**src/hw/rtl/acd_pkg.sv**
```systemverilog
// ----------------------------------------------------------------------------
// acd_pkg: shared types and constants of the acquisition command decoder
// Action codes, command byte codes, rates and the small layout tables.
// ----------------------------------------------------------------------------
package acd_pkg;

	// action reported with each result item
	typedef enum logic [3:0] {
		ACT_NONE      = 4'd0,
		ACT_BATTERY   = 4'd1,
		ACT_ARM_START = 4'd2,
		ACT_START     = 4'd3,
		ACT_PWM       = 4'd4,
		ACT_OUTPUTS   = 4'd5,
		ACT_RATE      = 4'd6,
		ACT_VERSION   = 4'd7,
		ACT_STATUS    = 4'd8,
		ACT_STOP      = 4'd9
	} action_t;

	// host event kind
	localparam logic FUNC_BYTE       = 1'b0;
	localparam logic FUNC_DISCONNECT = 1'b1;

	// command byte codes and masks
	localparam logic [7:0] MASK_ANY_MODE  = 8'hA3;
	localparam logic [7:0] MASK_SUB       = 8'hF3;
	localparam logic [7:0] CMD_PWM_ARM    = 8'hA3;
	localparam logic [7:0] CMD_OUTPUTS    = 8'hB3;
	localparam logic [7:0] CMD_RATE_8K    = 8'hE3;
	localparam logic [7:0] CMD_STOP_A     = 8'h00;
	localparam logic [7:0] CMD_STOP_B     = 8'hFF;
	localparam logic [7:0] CMD_VERSION_A  = 8'h07;
	localparam logic [7:0] CMD_VERSION_B  = 8'h0F;
	localparam logic [7:0] CMD_STATUS     = 8'h0B;
	localparam logic [7:0] CMD_RATE_DEC1K = 8'h03;
	localparam logic [7:0] CMD_RATE_DEC100 = 8'h23;
	localparam logic [7:0] CMD_RATE_DEC10 = 8'h43;
	localparam logic [7:0] CMD_RATE_1K    = 8'h63;
	localparam logic [7:0] CMD_RATE_2K    = 8'h83;
	localparam logic [7:0] CMD_RATE_4K    = 8'hC3;

	// low two bits of an idle-mode command
	localparam logic [1:0] SUB_THRESHOLD  = 2'd0;
	localparam logic [1:0] SUB_START_LIVE = 2'd1;
	localparam logic [1:0] SUB_START_SIM  = 2'd2;

	// converter rates and decimation counts
	localparam logic [12:0] HZ_1000 = 13'd1000;
	localparam logic [12:0] HZ_2000 = 13'd2000;
	localparam logic [12:0] HZ_4000 = 13'd4000;
	localparam logic [12:0] HZ_8000 = 13'd8000;
	localparam logic [9:0]  DEC_NONE = 10'd0;
	localparam logic [9:0]  DEC_1000 = 10'd1000;
	localparam logic [9:0]  DEC_100  = 10'd100;
	localparam logic [9:0]  DEC_10   = 10'd10;

	localparam logic [9:0]  BATTERY_BASE_RST = 10'd527;
	localparam logic [10:0] THRESHOLD_RST    = 11'd527;

	localparam int NUM_ANALOG = 6;

	// physical channel of each analog input in live mode
	localparam logic [2:0] CHAN_MAP [NUM_ANALOG] = '{3'd0, 3'd3, 3'd6, 3'd7, 3'd4, 3'd5};

	// extra bytes per frame for the extra converter channels
	localparam logic [3:0] EXT_ONE_BYTES  = 4'd3;
	localparam logic [3:0] EXT_BOTH_BYTES = 4'd6;
	localparam logic [1:0] EXT_BOTH       = 2'd3;
	localparam logic [1:0] EXT_NONE       = 2'd0;

	// analog part of the frame length, ceiling of the packed bit count
	function automatic logic [3:0] frame_base(input logic [2:0] n);
		logic [3:0] fb;
		case (n)
			3'd0:    fb = 4'd2;
			3'd1:    fb = 4'd3;
			3'd2:    fb = 4'd4;
			3'd3:    fb = 4'd6;
			3'd4:    fb = 4'd7;
			3'd5:    fb = 4'd8;
			3'd6:    fb = 4'd8;
			default: fb = 4'd0;
		endcase
		return fb;
	endfunction

	// frame start slot from the channel count
	function automatic logic [2:0] start_slot_of(input logic [2:0] n);
		logic [2:0] s;
		s = 3'd6 - n;
		if (n inside {[3'd3:3'd5]})
			s = s - 3'd1;
		return s;
	endfunction

endpackage

```
**src/hw/rtl/acd_if.sv**
```systemverilog
// ----------------------------------------------------------------------------
// acd_if: item channels of the acquisition command decoder
// Valid/ready channels for host events and for decoded result items.
// ----------------------------------------------------------------------------
interface acd_in_if;
	logic       valid;
	logic       ready;
	logic       func;
	logic [7:0] cmd_byte;

	modport source (output valid, output func, output cmd_byte, input ready);
	modport sink   (input valid, input func, input cmd_byte, output ready);
endinterface

interface acd_out_if;
	logic        valid;
	logic        ready;
	logic [3:0]  action;
	logic [7:0]  value_byte;
	logic [10:0] battery_threshold;
	logic [12:0] converter_rate_hz;
	logic [9:0]  decimation;
	logic [17:0] channel_list;
	logic [2:0]  analog_count;
	logic [2:0]  start_slot;
	logic [3:0]  frame_bytes;
	logic [1:0]  ext_mask;
	logic        simulated_out;

	modport source (
		output valid, output action, output value_byte, output battery_threshold,
		output converter_rate_hz, output decimation, output channel_list,
		output analog_count, output start_slot, output frame_bytes,
		output ext_mask, output simulated_out, input ready
	);
	modport sink (
		input valid, input action, input value_byte, input battery_threshold,
		input converter_rate_hz, input decimation, input channel_list,
		input analog_count, input start_slot, input frame_bytes,
		input ext_mask, input simulated_out, output ready
	);
endinterface

```
**src/hw/rtl/acquisition_command_decoder_unit.sv**
```systemverilog
// ----------------------------------------------------------------------------
// acquisition_command_decoder_unit: host command byte decoder
// Turns host command bytes and disconnect events into one action item each.
// ----------------------------------------------------------------------------
// Each accepted item (a command byte or a host disconnect) yields exactly one
// result item, in order. The block is a two-register pipeline: the item is
// captured in an input register, then decoded against the mode flags into the
// result register, so it sustains one item per cycle while the output is not
// stalled. A stalled result holds while one more item waits in the input
// register. battery_base may be written at any time while idle and affects
// only later threshold commands; the mode state, battery base and valid flags
// return to their reset values on arst_n, but the data registers are not reset.
module acquisition_command_decoder_unit
	import acd_pkg::*;
(
	input  logic       clk,
	input  logic       arst_n,
	acd_in_if.sink     cmd,
	acd_out_if.source  res,
	input  logic       cfg_we,
	input  logic [9:0] cfg_wdata
);

	// result item held in the output register
	typedef struct packed {
		action_t     action;
		logic [7:0]  value_byte;
		logic [10:0] battery_threshold;
		logic [12:0] converter_rate_hz;
		logic [9:0]  decimation;
		logic [17:0] channel_list;
		logic [2:0]  analog_count;
		logic [2:0]  start_slot;
		logic [3:0]  frame_bytes;
		logic [1:0]  ext_mask;
		logic        simulated_out;
	} result_t;

	logic       valid_s1;
	logic       func_s1;
	logic [7:0] byte_s1;
	logic       res_valid_s2;
	result_t    res_s2;
	logic       advance_s1;

	logic [9:0]  battery_base_q;
	logic        await_ch_q;
	logic        await_pwm_q;
	logic        running_q;
	logic        sim_q;
	logic [9:0]  dec_q;
	logic [10:0] thr_q;

	logic        await_ch_n;
	logic        await_pwm_n;
	logic        running_n;
	logic        sim_n;
	logic [9:0]  dec_n;
	logic [10:0] thr_n;
	result_t     res_n;

	logic [17:0] list_c;
	logic [2:0]  count_c;
	logic [2:0]  chan_c;
	logic [1:0]  ext_c;
	logic [3:0]  fb_c;

	// pipeline moves when the output register is free or being emptied
	assign advance_s1 = !res_valid_s2 || res.ready;
	assign cmd.ready  = !valid_s1 || advance_s1;

	// input register
	always_ff @(posedge clk or negedge arst_n) begin
		if (!arst_n) begin
			valid_s1 <= 1'b0;
		end else if (cmd.ready) begin
			valid_s1 <= cmd.valid;
		end
	end

	always_ff @(posedge clk) begin
		if (cmd.ready && cmd.valid) begin
			func_s1 <= cmd.func;
			byte_s1 <= cmd.cmd_byte;
		end
	end

	// channel layout of a start command
	always_comb begin
		list_c  = '0;
		count_c = '0;
		chan_c  = '0;
		for (int i = 0; i < NUM_ANALOG; i++) begin
			if (byte_s1[i]) begin
				chan_c  = sim_q ? 3'(i) : CHAN_MAP[i];
				list_c  = list_c | (18'(chan_c) << (5'(count_c) * 5'd3));
				count_c = count_c + 3'd1;
			end
		end
		ext_c = byte_s1[7:6];
		fb_c  = frame_base(count_c);
		if (ext_c == EXT_BOTH)
			fb_c = fb_c + EXT_BOTH_BYTES;
		else if (ext_c != EXT_NONE)
			fb_c = fb_c + EXT_ONE_BYTES;
	end

	// command decode against the current mode
	always_comb begin
		await_ch_n  = await_ch_q;
		await_pwm_n = await_pwm_q;
		running_n   = running_q;
		sim_n       = sim_q;
		dec_n       = dec_q;
		thr_n       = thr_q;
		res_n       = '0;
		res_n.action = ACT_NONE;
		if (func_s1 == FUNC_DISCONNECT) begin
			if (running_q) begin
				running_n    = 1'b0;
				dec_n        = DEC_NONE;
				res_n.action = ACT_STOP;
			end
		end else if (await_ch_q) begin
			await_ch_n          = 1'b0;
			running_n           = 1'b1;
			res_n.action        = ACT_START;
			res_n.channel_list  = list_c;
			res_n.analog_count  = count_c;
			res_n.start_slot    = start_slot_of(count_c);
			res_n.frame_bytes   = fb_c;
			res_n.ext_mask      = ext_c;
			res_n.simulated_out = sim_q;
		end else if (await_pwm_q) begin
			await_pwm_n      = 1'b0;
			res_n.action     = ACT_PWM;
			res_n.value_byte = byte_s1;
		end else if ((byte_s1 & MASK_ANY_MODE) == MASK_ANY_MODE && byte_s1 != CMD_STOP_B) begin
			if (byte_s1 == CMD_PWM_ARM) begin
				await_pwm_n = 1'b1;
			end else if ((byte_s1 & MASK_SUB) == CMD_OUTPUTS) begin
				res_n.action     = ACT_OUTPUTS;
				res_n.value_byte = byte_s1;
			end else if ((byte_s1 & MASK_SUB) == CMD_RATE_8K) begin
				dec_n                   = DEC_NONE;
				res_n.action            = ACT_RATE;
				res_n.converter_rate_hz = HZ_8000;
			end
		end else if (!running_q) begin
			case (byte_s1[1:0])
				SUB_THRESHOLD: begin
					thr_n        = {1'b0, battery_base_q} + {5'b0, byte_s1[7:2]};
					res_n.action = ACT_BATTERY;
				end
				SUB_START_LIVE, SUB_START_SIM: begin
					sim_n        = (byte_s1[1:0] == SUB_START_SIM);
					await_ch_n   = 1'b1;
					res_n.action = ACT_ARM_START;
				end
				default: begin
					case (byte_s1)
						CMD_VERSION_A, CMD_VERSION_B: res_n.action = ACT_VERSION;
						CMD_STATUS: res_n.action = ACT_STATUS;
						CMD_RATE_DEC1K: begin
							dec_n = DEC_1000;
							res_n.action = ACT_RATE;
							res_n.converter_rate_hz = HZ_1000;
						end
						CMD_RATE_DEC100: begin
							dec_n = DEC_100;
							res_n.action = ACT_RATE;
							res_n.converter_rate_hz = HZ_1000;
						end
						CMD_RATE_DEC10: begin
							dec_n = DEC_10;
							res_n.action = ACT_RATE;
							res_n.converter_rate_hz = HZ_1000;
						end
						CMD_RATE_1K: begin
							dec_n = DEC_NONE;
							res_n.action = ACT_RATE;
							res_n.converter_rate_hz = HZ_1000;
						end
						CMD_RATE_2K: begin
							dec_n = DEC_NONE;
							res_n.action = ACT_RATE;
							res_n.converter_rate_hz = HZ_2000;
						end
						CMD_RATE_4K: begin
							dec_n = DEC_NONE;
							res_n.action = ACT_RATE;
							res_n.converter_rate_hz = HZ_4000;
						end
						default: res_n.action = ACT_NONE;
					endcase
				end
			endcase
		end else if (byte_s1 == CMD_STOP_A || byte_s1 == CMD_STOP_B) begin
			running_n    = 1'b0;
			dec_n        = DEC_NONE;
			res_n.action = ACT_STOP;
		end
		res_n.battery_threshold = thr_n;
		res_n.decimation        = dec_n;
	end

	// mode state and configuration
	always_ff @(posedge clk or negedge arst_n) begin
		if (!arst_n) begin
			battery_base_q <= BATTERY_BASE_RST;
			await_ch_q     <= 1'b0;
			await_pwm_q    <= 1'b0;
			running_q      <= 1'b0;
			sim_q          <= 1'b0;
			dec_q          <= DEC_NONE;
			thr_q          <= THRESHOLD_RST;
		end else begin
			if (cfg_we)
				battery_base_q <= cfg_wdata;
			if (valid_s1 && advance_s1) begin
				await_ch_q  <= await_ch_n;
				await_pwm_q <= await_pwm_n;
				running_q   <= running_n;
				sim_q       <= sim_n;
				dec_q       <= dec_n;
				thr_q       <= thr_n;
			end
		end
	end

	// result register
	always_ff @(posedge clk or negedge arst_n) begin
		if (!arst_n) begin
			res_valid_s2 <= 1'b0;
		end else if (advance_s1) begin
			res_valid_s2 <= valid_s1;
		end
	end

	always_ff @(posedge clk) begin
		if (valid_s1 && advance_s1)
			res_s2 <= res_n;
	end

	// output channel
	assign res.valid             = res_valid_s2;
	assign res.action            = res_s2.action;
	assign res.value_byte        = res_s2.value_byte;
	assign res.battery_threshold = res_s2.battery_threshold;
	assign res.converter_rate_hz = res_s2.converter_rate_hz;
	assign res.decimation        = res_s2.decimation;
	assign res.channel_list      = res_s2.channel_list;
	assign res.analog_count      = res_s2.analog_count;
	assign res.start_slot        = res_s2.start_slot;
	assign res.frame_bytes       = res_s2.frame_bytes;
	assign res.ext_mask          = res_s2.ext_mask;
	assign res.simulated_out     = res_s2.simulated_out;

endmodule

```
**src/flat_wrapper.sv**
```systemverilog
// flat-port wrapper written by rule: the top's interface ports become plain ports
module acquisition_command_decoder_unit_flat import acd_pkg::*;
  (clk, arst_n, cfg_we, cfg_wdata, cmd_valid, cmd_func, cmd_cmd_byte, cmd_ready, res_valid, res_action, res_value_byte, res_battery_threshold, res_converter_rate_hz, res_decimation, res_channel_list, res_analog_count, res_start_slot, res_frame_bytes, res_ext_mask, res_simulated_out, res_ready);
  acd_in_if cmd_i ();
  acd_out_if res_i ();
  input  logic clk;
  input  logic arst_n;
  input  logic cfg_we;
  input  logic [9:0] cfg_wdata;
  input wire logic [$bits(cmd_i.valid)-1:0] cmd_valid;
  input wire logic [$bits(cmd_i.func)-1:0] cmd_func;
  input wire logic [$bits(cmd_i.cmd_byte)-1:0] cmd_cmd_byte;
  output wire logic [$bits(cmd_i.ready)-1:0] cmd_ready;
  output wire logic [$bits(res_i.valid)-1:0] res_valid;
  output wire logic [$bits(res_i.action)-1:0] res_action;
  output wire logic [$bits(res_i.value_byte)-1:0] res_value_byte;
  output wire logic [$bits(res_i.battery_threshold)-1:0] res_battery_threshold;
  output wire logic [$bits(res_i.converter_rate_hz)-1:0] res_converter_rate_hz;
  output wire logic [$bits(res_i.decimation)-1:0] res_decimation;
  output wire logic [$bits(res_i.channel_list)-1:0] res_channel_list;
  output wire logic [$bits(res_i.analog_count)-1:0] res_analog_count;
  output wire logic [$bits(res_i.start_slot)-1:0] res_start_slot;
  output wire logic [$bits(res_i.frame_bytes)-1:0] res_frame_bytes;
  output wire logic [$bits(res_i.ext_mask)-1:0] res_ext_mask;
  output wire logic [$bits(res_i.simulated_out)-1:0] res_simulated_out;
  input wire logic [$bits(res_i.ready)-1:0] res_ready;
  assign cmd_i.valid = cmd_valid;
  assign cmd_i.func = cmd_func;
  assign cmd_i.cmd_byte = cmd_cmd_byte;
  assign cmd_ready = cmd_i.ready;
  assign res_valid = res_i.valid;
  assign res_action = res_i.action;
  assign res_value_byte = res_i.value_byte;
  assign res_battery_threshold = res_i.battery_threshold;
  assign res_converter_rate_hz = res_i.converter_rate_hz;
  assign res_decimation = res_i.decimation;
  assign res_channel_list = res_i.channel_list;
  assign res_analog_count = res_i.analog_count;
  assign res_start_slot = res_i.start_slot;
  assign res_frame_bytes = res_i.frame_bytes;
  assign res_ext_mask = res_i.ext_mask;
  assign res_simulated_out = res_i.simulated_out;
  assign res_i.ready = res_ready;
  acquisition_command_decoder_unit u_core (.clk(clk), .arst_n(arst_n), .cmd(cmd_i), .res(res_i), .cfg_we(cfg_we), .cfg_wdata(cfg_wdata));
endmodule
```
**config.mk**
```make
export PLATFORM = sky130hd
export DESIGN_NAME = acquisition_command_decoder_unit_flat
export DESIGN_NICKNAME = d
export VERILOG_FILES = /design/src/hw/rtl/acd_pkg.sv /design/src/hw/rtl/acd_if.sv /design/src/hw/rtl/acquisition_command_decoder_unit.sv /design/src/flat_wrapper.sv
export SDC_FILE = /design/constraint.sdc
export NUM_CORES = 1
export LEC_CHECK = 0
export ABC_AREA = 0
export BUFFER_PORTS_ARGS = -buffer_cell sky130_fd_sc_hd__buf_4
export CAP_MARGIN = 20
export CORE_MARGIN = 2
export CORE_UTILIZATION = 40
export CTS_CLUSTER_DIAMETER = 100
export DETAILED_ROUTE_END_ITERATION = 6
export GPL_TIMING_DRIVEN = 0
export SYNTH_ARGS = -nofsm -noshare
export SYNTH_HDL_FRONTEND = slang
export SYNTH_SLANG_ARGS = --single-unit
```
**constraint.sdc**
```tcl
create_clock -name clk -period 6.1 [get_ports clk]
set_clock_uncertainty 0.15 [all_clocks]
set_input_delay 0.305 -clock clk [delete_from_list [all_inputs] [get_ports clk]]
set_output_delay 0.305 -clock clk [all_outputs]
set_load 0.005 [all_outputs]
```
# Yosys cells after proc, flatten, opt, wreduce, memory -nomap -nowiden
# Cells that the tools add are included.
dict set report word_totals {
  out_inout_bits 79
  register_bits 123
  in_bits 24
}
dict set report op_classes {
  n_reduce_logical 27
  shifts 5
  n_bitwise 9
  multipliers 5
  add_sub_neg 10
  eq_ne 26
  muxes 71
  magnitude_cmp 2
}
# operator count
set op_table {}
lappend op_table {{2-to-1 mux 10 bit} 11}
lappend op_table {{2-to-1 mux 18 bit} 5}
lappend op_table {{2-to-1 mux 13 bit} 6}
lappend op_table {{OR 18 bit} 4}
lappend op_table {{2-to-1 mux 11 bit} 6}
lappend op_table {{left shift 3 x 5 -> 18 bit} 3}
lappend op_table {{one-hot mux 10 bit (4 select lines)} 1}
lappend op_table {{2-to-1 mux 4 bit} 9}
lappend op_table {{one-hot mux 12 bit (3 select lines)} 1}
lappend op_table {{left shift 3 x 5 -> 18 bit, first input constant} 2}
lappend op_table {{equality test 8 bit, second input constant} 4}
lappend op_table {{2-to-1 mux 3 bit} 9}
lappend op_table {{2-to-1 mux 12 bit} 2}
lappend op_table {{one-hot mux 4 bit (6 select lines)} 1}
lappend op_table {{multiplier 3 x 2 -> 5 bit, second input constant} 4}
lappend op_table {{equality test 8 x 4 -> 1 bit, second input constant} 2}
lappend op_table {{equality test 8 x 7 -> 1 bit, second input constant} 2}
lappend op_table {{2-to-1 mux 8 bit} 2}
lappend op_table {{2-to-1 mux 1 bit} 15}
lappend op_table {{adder 3 x 1 -> 3 bit, second input constant} 4}
lappend op_table {{equality test 6 bit, second input constant} 2}
lappend op_table {{one-hot mux 4 bit (3 select lines)} 1}
lappend op_table {{adder 10 x 6 -> 11 bit} 1}
lappend op_table {{OR reduction 2 bit} 5}
lappend op_table {{other kinds (35)} 53}

# Logic depth before layout (Yosys ltp)
# Gate-level depths: netlist of the first run.
dict set report depth {
  depth_word 17
  mapped_depth 25
  depth_no_buf 24
}

# Worst setup path before layout of the first run
# No wires, ideal clock.
dict set report synth_path {
  path_kind {register to register}
  from {register u_core.byte_s1[2]}
  to {register u_core.res_s2 (netlist bit u_core.res.frame_bytes[3]), data pin}
  stages_incl_launch_ff 21
  n_path_buf 1
  synth_period_minus_slack_ps 4642
  t_arrival_ps 4221
  slack_ps 1458
  setup_ps 271
  path_cell_list {edfxtp_1 -> buf_4 -> inv_1 -> fa_1 -> or3_1 -> ha_1 -> and2_1 -> or2_4 -> inv_8 -> ha_1 -> nand2_1 -> o31ai_4 -> ha_1 -> nand2b_1 -> o21a_2 -> ha_1 -> a21o_1 -> ha_1 -> and3_1 -> o21ai_0 -> a311oi_1}
}
dict set report synth_between {
  elab_chain_len 13
}
# element line
set synth_lines {}
lappend synth_lines {{from (decl)} acquisition_command_decoder_unit.sv:41} ;# logic [7:0] byte_s1;
lappend synth_lines {{from (signal assigned)} acquisition_command_decoder_unit.sv:84} ;# byte_s1 <= cmd.cmd_byte;
lappend synth_lines {{2-to-1 mux 3 bit (*)} acquisition_command_decoder_unit.sv:94} ;# if (byte_s1[i]) begin
lappend synth_lines {{adder 3 x 1 -> 3 bit} acquisition_command_decoder_unit.sv:97} ;# count_c = count_c + 3'd1;
lappend synth_lines {{2-to-1 mux 3 bit (*)} acquisition_command_decoder_unit.sv:94}
lappend synth_lines {{adder 3 x 1 -> 3 bit} acquisition_command_decoder_unit.sv:97}
lappend synth_lines {{2-to-1 mux 3 bit (*)} acquisition_command_decoder_unit.sv:94}
lappend synth_lines {{adder 3 x 1 -> 3 bit} acquisition_command_decoder_unit.sv:97}
lappend synth_lines {{2-to-1 mux 3 bit (*)} acquisition_command_decoder_unit.sv:94}
lappend synth_lines {{equality test 3 bit} acd_pkg.sv:75} ;# case (n)
lappend synth_lines {{OR reduction 2 bit (no line)} --}
lappend synth_lines {{one-hot mux 4 bit (6 select lines) (*)} acd_pkg.sv:75}
lappend synth_lines {{adder 4 x 2 -> 4 bit} acquisition_command_decoder_unit.sv:105} ;# fb_c = fb_c + EXT_ONE_BYTES;
lappend synth_lines {{2-to-1 mux 4 bit} acquisition_command_decoder_unit.sv:104} ;# else if (ext_c != EXT_NONE)
lappend synth_lines {{2-to-1 mux 4 bit (*)} acquisition_command_decoder_unit.sv:102} ;# if (ext_c == EXT_BOTH)
lappend synth_lines {{to (signal assigned)} acquisition_command_decoder_unit.sv:242} ;# res_s2 <= res_n;
lappend synth_lines {{to (decl)} acquisition_command_decoder_unit.sv:43} ;# result_t res_s2;
# Every way passes the cells marked *; elsewhere a longest branch is shown, timed or not.
# A chain may end at the register's enable or synchronous reset.

# Worst setup path in the final report of the first run
dict set report layout_path {
  from {register u_core.byte_s1[1]}
  to {register u_core.res_s2 (netlist bit u_core.res.frame_bytes[3]), data pin}
}
dict set report layout_between {
  elab_chain_len 15
}
# element line
set layout_lines {}
lappend layout_lines {{2-to-1 mux 3 bit (*)} acquisition_command_decoder_unit.sv:94}
lappend layout_lines {{adder 3 x 1 -> 3 bit} acquisition_command_decoder_unit.sv:97}
lappend layout_lines {{2-to-1 mux 3 bit (*)} acquisition_command_decoder_unit.sv:94}
lappend layout_lines {{adder 3 x 1 -> 3 bit} acquisition_command_decoder_unit.sv:97}
lappend layout_lines {{2-to-1 mux 3 bit (*)} acquisition_command_decoder_unit.sv:94}
lappend layout_lines {{adder 3 x 1 -> 3 bit} acquisition_command_decoder_unit.sv:97}
lappend layout_lines {{2-to-1 mux 3 bit (*)} acquisition_command_decoder_unit.sv:94}
lappend layout_lines {{adder 3 x 1 -> 3 bit} acquisition_command_decoder_unit.sv:97}
lappend layout_lines {{2-to-1 mux 3 bit (*)} acquisition_command_decoder_unit.sv:94}
lappend layout_lines {{via u_core.count_c[1]} acquisition_command_decoder_unit.sv:63} ;# logic [2:0] count_c;
lappend layout_lines {{equality test 3 bit} acd_pkg.sv:75}
lappend layout_lines {{OR reduction 2 bit (no line)} --}
lappend layout_lines {{one-hot mux 4 bit (6 select lines) (*)} acd_pkg.sv:75}
lappend layout_lines {{adder 4 x 2 -> 4 bit} acquisition_command_decoder_unit.sv:105}
lappend layout_lines {{2-to-1 mux 4 bit} acquisition_command_decoder_unit.sv:104}
lappend layout_lines {{2-to-1 mux 4 bit (*)} acquisition_command_decoder_unit.sv:102}
# The timed path passes the listed nets; every way through them passes the cells marked *.

==> reports/qor.yml, run 1 <==
port_buffers: 98
finalCriticalPeriod_ps: 5360
synthAdderAreaFrac_pct: 8.10
finalPower_mw: 2.62
setup_viol: 0
ant_nets: 0
drv_cap: 0
cts_tree: "done"
cts_buffer_depth: 2
clkLatencyLatePin_ps: 420
viasPerCell: 5.12
grt_pass1_wl_mm: 22.1
worst_slew_pin_slew_ps: 970
dieArea_sq_um: 16500
post_cts_buffers: 0
drive_above_1_share_pct: 29.5
slowest_delay_ps: 470
synth_top_family_by_area: "simple AND/OR/NAND/NOR gates"
dp_hpwl_mm: 9.81
maxSlewViolCount: 0
synthSimpleGateAreaFrac_pct: 13.0
grt_setup_unrepaired: "no"
htreeDepth: 4
worstReg2RegStart: "u_core.byte_s1[1]"
critPathMaxFanout: 10
synth_cells: 525
dr.pass1.iters: 5
fp.dieW_um: 128
critPathArrivalTime_ps: 5450
hold_class: "primary input to register"
start_kind: "register"
fill_cells: 1337
power_density_nw_per_um2: 330
yosysSeqAreaShare_pct: 55.1
nets: 727
p_sw_share_pct: 28.4
ys_top_cells_by_count: "82 x edfxtp_1, 54 x nor2_1, 36 x ha_1"
drtIter0Drc: 321
placement_rows: 45
grt_usage_pct: 17.7
ios: 103
drc: 0
grt_pass1_vias: 4366
setup_tns_ps: 0
wl_per_cell_um: 15.9
grt_max_degree: 77
hold_viol: 0
drt_wl_total_mm: 13.8
cts_num_sinks: 119
synth_area_sq_um: 6180
critPathSlowestCell: "edfxtp_1"
synth-warning-count: 0
synthXorXnorAreaFrac_pct: 3.08
cts_resized: 0
synthMuxAreaShare_pct: 5.29
pwr-share-seq_pct: 40.5
cts_root_buf: "clkbuf_16"
cts_buffers: 17
clockPowerShare_pct: 36.4
synth_top_area_cell: "edfxtp_1"
num_antenna_cells: 0
synth-compound-area-share_pct: 11.1
fp.coreArea_sq_um: 15100
multi_input_area_sq_um: 2510
stdcell_count: 866
p_switching_mw: 0.744
r2r_slack_ps: 740
crit_end: "u_core.res.frame_bytes[3]"
path_cells: "ha_1 > buf_2 > inv_1 > mux2i_1 > inv_1 > ha_1 > nand2_1 > o31ai_1 > inv_1 > ha_1 > nand2_1 > o21ai_0 > ha_1 > nor2_1 > a211oi_2 > inv_1 > ha_1 > a21o_1 > clkinv_2 > ha_1 > nor3_1 > a21oi_1 > a21oi_1 > a311oi_1"
ys.flop_type: "edfxtp_1"
power.leakage_nw: 3.46
synthToLayoutAreaGrowth_pct: 28.4
fin_crit_sh_pct: 87.8
synthArstFlopShare_pct: 31.1
seq_area_sq_um: 3400
synth-edff-count: 82
yosys-top-cells-area: "edfxtp_1 40%, dfrtp_1 11%, ha_1 7.3%"
p_int_mw: 1.87
worstSetupEndpointType: "register"
synth_top_area_share_pct: 39.9
synthMostInstantiatedCell: "edfxtp_1"
grt_overflow: 0
cp.required_ps: 6190
vias: 4432
crit_path_frequent_cell: "ha_1"
maxSlewHeadroom_pct: 35.4
clkTransAtPathRegs_ps: 50
dp.cells: 813
hold_buffers: 21
max_clock_freq_ghz: 0.187
start_util_pct: 40.8
comb_power_share_pct: 23.1
netlist-cell-type-count: 69
crit_type: "register to register"
avgSynthCellArea_sq_um: 11.8
gp_congestion: 0.902
status: "finished clean"
chipHeight_um: 128
critPathLaunch: "u_core.byte_s1[1]"
vdd_drop_max_v: 0.000186
ys_seq_elements: 119
antenna_found_initial: 0
r2r-end: "u_core.res.frame_bytes[3]"
rr_worst_depth: 24
[layer usage]
| layer | track usage (%) | part of all wire (%) | up-vias | wire length, um |
|---|---|---|---|---|
| met2 | 26.7 | 45 | 138 | 6260 |
| met5 | 0 | 0 | - | 0 |
| li1 | - | - | 2161 | - |
| met1 | 24.0 | 47 | 2110 | 6510 |
| met4 | 7.95 | 2.2 | 0 | 310 |
| met3 | 4.47 | 5.3 | 23 | 731 |
[state kept, by name, indices dropped and copies added, names as in the netlist, 2 cells and up]
register,flops
u_core.res.frame_bytes,4
u_core.res.analog_count,3
u_core.res.value_byte,8
u_core.dec_q,10
u_core.res.action,4
u_core.res.converter_rate_hz,9
u_core.thr_q,11
u_core.battery_base_q,10
u_core.res.decimation,10
u_core.res.battery_threshold,11
u_core.res.ext_mask,2
u_core.res.start_slot,3
u_core.res.channel_list,18
u_core.byte_s1,8
[cells in the final DEF (no fill, tap or decap), types with 18 or more instances in the layout]
master and instances:
edfxtp_1 82, nor2_1 54, dlygate4sd3_1 21, mux2_2 25, dfrtp_1 27, o21ai_0 21
a21oi_1 27, buf_4 105, ha_1 36, a21o_1 18, inv_1 24, nand2_1 27
[worst min path at each step]
stage | cells past startpoint | slack (ps) | endpoint | startpoint
floorplan | 0 | -140 | u_core.await_ch_q | arst_n
global placement | 1 | 150 | u_core.battery_base_q[6] | arst_n
detailed placement | 1 | 170 | u_core.battery_base_q[6] | arst_n
CTS | 3 | 20 | u_core.res.valid | res_ready
global route | 3 | 60 | u_core.res.valid | res_ready
finish | 3 | 40 | u_core.res.valid | res_ready
[area by class of cell]
class                      count  area share, %
sequential                   119           42.9
multi-input combinational    350           31.7
timing repair buffer         119           11.9
clock buffer                  18           5.41
tap                          188           2.97
buffer                        30           1.97
clock inverter                14           1.70
inverter                      28           1.47
[power by group through the flow]
stage	Sequential [mW]	Combinational [mW]	Clock [mW]
6_report	1.06	0.606	0.953
5_1_grt	1.07	0.682	1.01
4_1_cts	1.06	0.611	0.972
3_5_place_dp	1.07	0.596	0
3_3_place_gp	1.07	0.582	0
2_1_floorplan	1.07	0.395	0
[worst max-delay path: cells and delay by family, from the launching register on]
family	cells	cell delay (ps)
adder cells (fa/ha/maj)	6	1590
AO/OA/AOI/OAI	7	1570
buffers and inverters	6	890
flip-flops	1	470
multiplexers	1	300
AND/OR/NAND/NOR	4	200
[cells by family (layout without fill, tap and decap cells)]
family                   Yosys count  after routing
other                              1              3
adder cells (fa/ha/maj)           39             39
XOR/XNOR                          17             17
buffers and inverters             58            209
multiplexers                      29             29
AND/OR/NAND/NOR                  159            159
flip-flops                       119            119
AO/OA/AOI/OAI                    103            103
[per-stage QoR]
| step | instance area [sq um] | util [%] | hold slack (ps) | worst slack, ps |
|---|---|---|---|---|
| after floorplan | 6180 | - | -141 | 1460 |
| after global placement | 7160 | 47.2 | 152 | 876 |
| after detailed placement | 7160 | 47.3 | 167 | 799 |
| after CTS | 7930 | 52.4 | 19.1 | 767 |
| after global routing | 7930 | 52.4 | 59.0 | 285 |
| final | 7930 | 52.4 | 36.6 | 742 |
Power figures use the tool's default switching activity.
==> inputs of run 2 (changes only) <==
--- a/config.mk
+++ b/config.mk
@@ -5,7 +5,7 @@
 export SDC_FILE = /design/constraint.sdc
 export NUM_CORES = 1
 export LEC_CHECK = 0
-export ABC_AREA = 0
+export ABC_AREA = 1
 export BUFFER_PORTS_ARGS = -buffer_cell sky130_fd_sc_hd__buf_4
 export CAP_MARGIN = 20
 export CORE_MARGIN = 2
==> reports/qor.yml, run 2 <==
nets: 894  # +23%
cp.required_ps: 6130  # -60 ps
r2r_slack_ps: 1200  # +460 ps
grt_pass1_vias: 5305  # +22%
start_util_pct: 40.9  # +0.086 points
hold_viol: 0  # unchanged
worstHoldStart: "cfg_we"
largest_register_ffs: 18  # unchanged
setup_viol: 0  # unchanged
grt_pass1_wl_mm: 26.0  # +18%
yosys-top-cells-area: "edfxtp_1 38%, nand2_1 12%, dfrtp_1 10%"
finalPower_mw: 2.98  # +14%
grtUsageMet3_pct: 5.32  # +0.86 points
cts_num_sinks: 119  # unchanged
dr.pass1.iters: 6  # +1
critPathLaunch: "u_core.byte_s1[2]"
slowest_delay_ps: 660  # +190 ps
synth_top_family_by_area: "simple AND/OR/NAND/NOR gates"
viasPerCell: 4.90  # -4.2%
crit_path_frequent_cell: "ha_1"
grt_setup_unrepaired: "no"
fp.dieW_um: 131  # +2.4%
design_area_sq_um: 8400  # +5.9%
synth-warning-count: 0  # unchanged
maxSlewHeadroom_pct: 56.4  # +21 points
finalCriticalPeriod_ps: 4900  # -462 ps
crit_buf_inv: 7  # +1
drv_cap: 0  # unchanged
clkTransAtPathRegs_ps: 60  # about the same
layout_commonest_cell: "nand2_1"
place_area_sq_um: 7540  # +5.4%
path_cells: "buf_6 > inv_2 > fa_1 > ha_1 > or2_1 > nand2_1 > ha_1 > or2_1 > nand2_1 > inv_1 > ha_1 > nand2_1 > nand2_1 > inv_1 > ha_1 > inv_1 > nand2_2 > inv_2 > ha_1 > o21ai_0 > inv_1 > a21oi_1 > nor2_1"
rr_worst_depth: 23  # -4.2%
num_antenna_cells: 0  # unchanged
worstSetupEndpointType: "register"
ys_seq_elements: 119  # unchanged
fp.coreArea_sq_um: 15900  # +4.9%
r2r-end: "u_core.res.frame_bytes[3]"
dp_hpwl_mm: 11.6  # +19%
synthArstFlopShare_pct: 31.1  # unchanged
ys.flop_type: "edfxtp_1"
hold_path_depth: 2  # -1
cpLargestDelayFamily: "adder cells"
critPathMaxFanout: 10  # unchanged
hold_class: "primary input to register"
drt_wl_total_mm: 15.8  # +15%
final_cell_mix: "199 x nand2_1, 106 x buf_4, 82 x edfxtp_1"
avgSynthCellArea_sq_um: 9.44  # -20%
synthXorXnorAreaFrac_pct: 0.944  # -2.1 points
wl_per_cell_um: 14.9  # -6.4%
cts_buffers: 17  # unchanged
ant_nets: 0  # unchanged
synthMostInstantiatedCell: "nand2_1"
dieArea_sq_um: 17300  # +4.9%
synthToLayoutAreaGrowth_pct: 29.4
worst_slew_pin_slew_ps: 655  # -315 ps
synthMuxAreaShare_pct: 1.04  # -4.2 points
synth_cells: 688  # +31%
status: "finished clean"
grt_max_degree: 50  # -35%
yosysSeqAreaShare_pct: 52.4  # -2.7 points
ios: 103  # unchanged
synth_area_sq_um: 6490  # +5.1%
drc: 0  # unchanged
critPathSlowestCell: "fa_1"
netlist-cell-type-count: 55  # -20%
port_buffers: 99  # +1.0%
placement_rows: 46  # +2.2%
top_usage_layer: "met2"
cts_resized: 0  # unchanged
vdd_drop_max_v: 0.000212  # +14%
power_density_nw_per_um2: 355  # +7.5%
fill_cells: 1464  # +9.5%
synth-compound-area-share_pct: 7.52  # -3.6 points
antenna_found_initial: 0  # unchanged
cts_buffer_depth: 2  # unchanged
drive_above_1_share_pct: 25.0  # -4.5 points
start_kind: "register"
gp_congestion: 0.870  # -3.6%
clkLatencyLatePin_ps: 430  # about the same
worstReg2RegStart: "u_core.byte_s1[2]"
synth_top_area_share_pct: 37.9  # -1.9 points
fin_crit_sh_pct: 80.3  # -7.6 points
synth_top_area_cell: "edfxtp_1"
crit_type: "register to register"
setup_tns_ps: 0  # unchanged
synthAdderAreaFrac_pct: 7.55  # -0.55 points
hold_end: "u_core.battery_base_q[1]"
power.leakage_nw: 3.84  # +11%
grt_overflow: 0  # unchanged
met2_usage_pct: 31.9  # +5.2 points
chipHeight_um: 131  # +2.4%
max_clock_freq_ghz: 0.204  # +9.4%
synth-edff-count: 82  # unchanged
htreeDepth: 4  # unchanged
gr-usage-met1_pct: 22.8  # -1.3 points
drtIter0Drc: 339  # +5.6%
vias: 5204  # +17%
maxSlewViolCount: 0  # unchanged
cts_root_buf: "clkbuf_16"
cts_tree: "done"
critPathArrivalTime_ps: 4930  # -520 ps
ys_top_cells_by_count: "199 x nand2_1, 82 x edfxtp_1, 57 x inv_1"
grt_usage_pct: 19.1  # +1.4 points
synthSimpleGateAreaFrac_pct: 24.5  # +12 points
run 2: cell count changes after synthesis, moves of 6 or more:
cell	change
nand2b_1	-7
clkbuf_1	-6
nand3_1	+35
inv_2	+10
nand2_2	+10
a21o_1	-18
and2_1	-8
mux2_2	-19
nand2_1	+172
nor3_1	-9
inv_1	+32
nor2_1	-10
run 2: kinds of logic after synthesis:
logic type | count (synthesis)
simple gates | 346
buf+inv | 89
other cells | 1
flops | 119
compound gates | 82
mux | 6
xor+xnor | 7
fa+ha+maj | 38
run 2: how the worst max path moves through the flow:
stage                                 to  slack [ps]  depth (start not counted)
6_report       u_core.res.frame_bytes[3]        1200                         23
5_1_grt        u_core.res.frame_bytes[3]         850                         24
4_1_cts        u_core.res.frame_bytes[3]        1230                         23
3_5_place_dp   u_core.res.frame_bytes[3]        1270                         22
3_3_place_gp   u_core.res.frame_bytes[3]        1330                         23
2_1_floorplan  u_core.res.frame_bytes[3]        1710                         23
run 2: power by group:
| part | switching, mW | internal (mW) |
|---|---|---|
| combinational | 0.491 | 0.310 |
| sequential | 0.0668 | 1.05 |
| clock | 0.380 | 0.684 |
| total | 0.939 | 2.04 |
run 2: area by class of cell:
type	count	area, sq um	share of cell area [%]
repair buffers	123	1000	11.9
clock buffers	17	425	5.06
well taps	216	270	3.22
plain buffers	20	128	1.52
multi-input cells	482	2710	32.3
inverters	69	264	3.14
flip-flops and latches	119	3400	40.5
clock inverters	15	203	2.41
run 2: per-layer routing:
metal  share of wire (%)  vias up  wire length [um]
met1                  43     2425              6850
met4                 3.4        0               540
li1                    -     2582                 -
met3                 4.6       38               725
met2                  49      159              7720
met5                   0        -                 0
run 2: metrics by stage:
stage	hold WS [ps]	setup WS, ps	utilization, %	cells
after floorplan	-141	1710	-	690
after global placement	151	1330	47.3	1005
after detailed placement	164	1270	47.5	1006
after CTS	1.88	1230	52.9	1061
after global routing	12.4	848	52.9	1061
final	25.9	1200	52.9	1061
run 2: timing repair:
item                                   CTS  global route
endpoints found under the hold margin   48             0
setup buffers                            0             0
hold buffers                            23             0
==> inputs of run 3 (changes only) <==
==> constraint.sdc (replaced) <==
create_clock -name clk -period 4.2 [get_ports clk]
set_clock_uncertainty 0.15 [all_clocks]
set_input_delay 0.21 -clock clk [delete_from_list [all_inputs] [get_ports clk]]
set_output_delay 0.21 -clock clk [all_outputs]
set_load 0.005 [all_outputs]
==> reports/qor.yml, run 3 (synthesized netlist as in run 2, its figures left out) <==
grt_pass1_wl_mm: 26.6  # +2.1%
cts_root_buf: "clkbuf_16"
gp_congestion: 0.861  # -1.0%
cts_tree: "done"
comb_power_share_pct: 30.0  # +3.1 points
ant_nets: 0  # unchanged
layout_commonest_cell: "nand2_1"
start_kind: "register"
ios: 103  # unchanged
drc: 0  # unchanged
antenna_found_initial: 0  # unchanged
drv_cap: 0  # unchanged
setup_viol: 0  # unchanged
clkLatencyLatePin_ps: 430  # about the same
wl_per_cell_um: 15.2  # +2.1%
power_density_nw_per_um2: 527  # +49%
design_area_sq_um: 8980  # +6.9%
drtIter0Drc: 382  # +13%
placement_rows: 46  # unchanged
maxSlewViolCount: 0  # unchanged
drive_above_1_share_pct: 32.4  # +7.4 points
critPathArrivalTime_ps: 4100  # -830 ps
whs_ps: 143  # +117 ps
power.leakage_nw: 4.06  # +5.5%
largest_register_ffs: 18  # unchanged
vdd_drop_max_v: 0.000297  # +40%
cp.required_ps: 4230  # -1900 ps
worstSetupEndpointType: "register"
hold_viol: 0  # unchanged
finalPower_mw: 4.73  # +59%
viasPerCell: 4.94  # +0.75%
r2r-end: "u_core.res.frame_bytes[3]"
cts_num_sinks: 119  # unchanged
status: "finished clean"
dieArea_sq_um: 17300  # unchanged
fp.coreArea_sq_um: 15900  # unchanged
drt_wl_total_mm: 16.7  # +5.2%
nets: 926  # +3.6%
num_antenna_cells: 0  # unchanged
max_clock_freq_ghz: 0.246  # +20%
grt_pass1_vias: 5412  # +2.0%
place_area_sq_um: 7550  # about the same
fin_crit_sh_pct: 97.0  # +17 points
final_cell_mix: "188 x nand2_1, 130 x buf_4, 82 x edfxtp_1"
pwr-share-seq_pct: 34.2  # -3.2 points
rr_worst_depth: 24  # +4.3%
r2r_slack_ps: 130  # -1080 ps
maxSlewHeadroom_pct: 52.3  # -4.0 points
crit_type: "register to register"
dp_hpwl_mm: 11.5  # -1.5%
hold_class: "primary input to asynchronous set/reset pin"
synthToLayoutAreaGrowth_pct: 38.3
vias: 5401  # +3.8%
htreeDepth: 4  # unchanged
worst_slew_pin_slew_ps: 715  # +60.3 ps
clkTransAtPathRegs_ps: 50  # about the same
grt_max_degree: 46  # -8.0%
port_buffers: 99  # unchanged
cts_buffer_depth: 2  # unchanged
p_switching_mw: 1.44  # +54%
start_util_pct: 40.9  # unchanged
p_sw_share_pct: 30.5  # -1.0 points
fp.dieW_um: 131  # unchanged
worstReg2RegStart: "u_core.byte_s1[2]"
dr.pass1.iters: 5  # -1
grt_overflow: 0  # unchanged
clockPowerShare_pct: 35.8  # about the same
critPathMaxFanout: 4  # -6
p_int_mw: 3.29  # +61%
chipHeight_um: 131  # unchanged
finalCriticalPeriod_ps: 4070  # -824 ps
grt_usage_pct: 19.5  # +0.39 points
cts_buffers: 17  # unchanged
## run 3: cell count changes in the layout (fill, tap and decap cells not counted), moves of 5 or more
cell / previous run / this run
ha_4: 0 / 11
nand2_4: 5 / 11
buf_4: 106 / 130
nand2_1: 199 / 188
inv_1: 57 / 47
nand2_2: 10 / 15
inv_2: 11 / 18
ha_1: 36 / 22
## run 3: power groups by stage
| stage | Sequential, mW | Clock (mW) | Combinational (mW) |
|---|---|---|---|
| global placement | 1.64 | 0 | 1.12 |
| detailed placement | 1.64 | 0 | 1.14 |
| CTS | 1.62 | 1.71 | 1.24 |
| global route | 1.64 | 1.77 | 1.57 |
| floorplan | 1.63 | 0 | 0.717 |
| finish | 1.62 | 1.69 | 1.42 |
## run 3: critical path: stages, from the launching register on
cell and delay, ps:
edfxtp_1 380, buf_6 120, inv_4 40, fa_2 640
ha_4 220, or2_4 240, nand2_4 80, inv_1 70
ha_2 210, ha_4 270, nand2_1 70, nand2_2 80
ha_1 230, nand2_2 110, nand2_4 70, ha_4 160
inv_2 60, nand2_4 80, ha_4 170, nand2_4 70
o21ai_4 50, inv_2 60, nand3_1 70, nand2_1 60
nor2_1 50
## run 3: worst max-delay path by stage
stage                           start                   endpoint  slack, ps  cells past startpoint
floorplan           u_core.byte_s1[2]  u_core.res.frame_bytes[3]         10                     23
global placement    u_core.byte_s1[2]  u_core.res.frame_bytes[3]       -340                     23
detailed placement  u_core.byte_s1[2]  u_core.res.frame_bytes[3]       -380                     23
CTS                 u_core.byte_s1[1]  u_core.res.frame_bytes[3]          2                     23
global route        u_core.byte_s1[2]  u_core.res.frame_bytes[3]        -70                     24
finish              u_core.byte_s1[2]  u_core.res.frame_bytes[3]        130                     24
## run 3: area by class of cell
| cell class | instances | area, sq um |
|---|---|---|
| fill | 1385 | 6910 |
| sequential | 119 | 3400 |
| inverter | 69 | 272 |
| buffer | 20 | 131 |
| tap | 216 | 270 |
| timing repair buffer | 155 | 1250 |
| clock inverter | 15 | 256 |
| multi-input combinational | 482 | 2970 |
| clock buffer | 17 | 425 |
## run 3: per-layer routing
metal	up-vias	wire (um)	global-route usage [%]	part of all wire, %
met5	-	0	0	0
met3	31	881	5.29	5.3
met2	150	8390	34.2	50
met1	2573	7040	22.8	42
li1	2647	-	-	-
met4	0	345	7.31	2.1
## run 3: what timing repair did
item,CTS,global route
hold buffers,27,0
cloned,0,0
endpoints found under the setup margin,5,5
gates resized for setup,13,51
pin swaps,10,22
setup buffers,15,13
endpoints found under the hold margin,58,0
## run 3: metrics by stage
| stage | cells | util, % | worst slack [ps] | TNS (ps) |
|---|---|---|---|---|
| detailed placement | 1006 | 47.5 | -381 | -720 |
| global route | 1093 | 56.5 | -71.5 | -104 |
| finish | 1093 | 56.5 | 128 | 0 |
| global placement | 1005 | 47.4 | -344 | -590 |
| CTS | 1080 | 54.5 | 2.18 | 0 |
| floorplan | 690 | - | 10.2 | 0 |
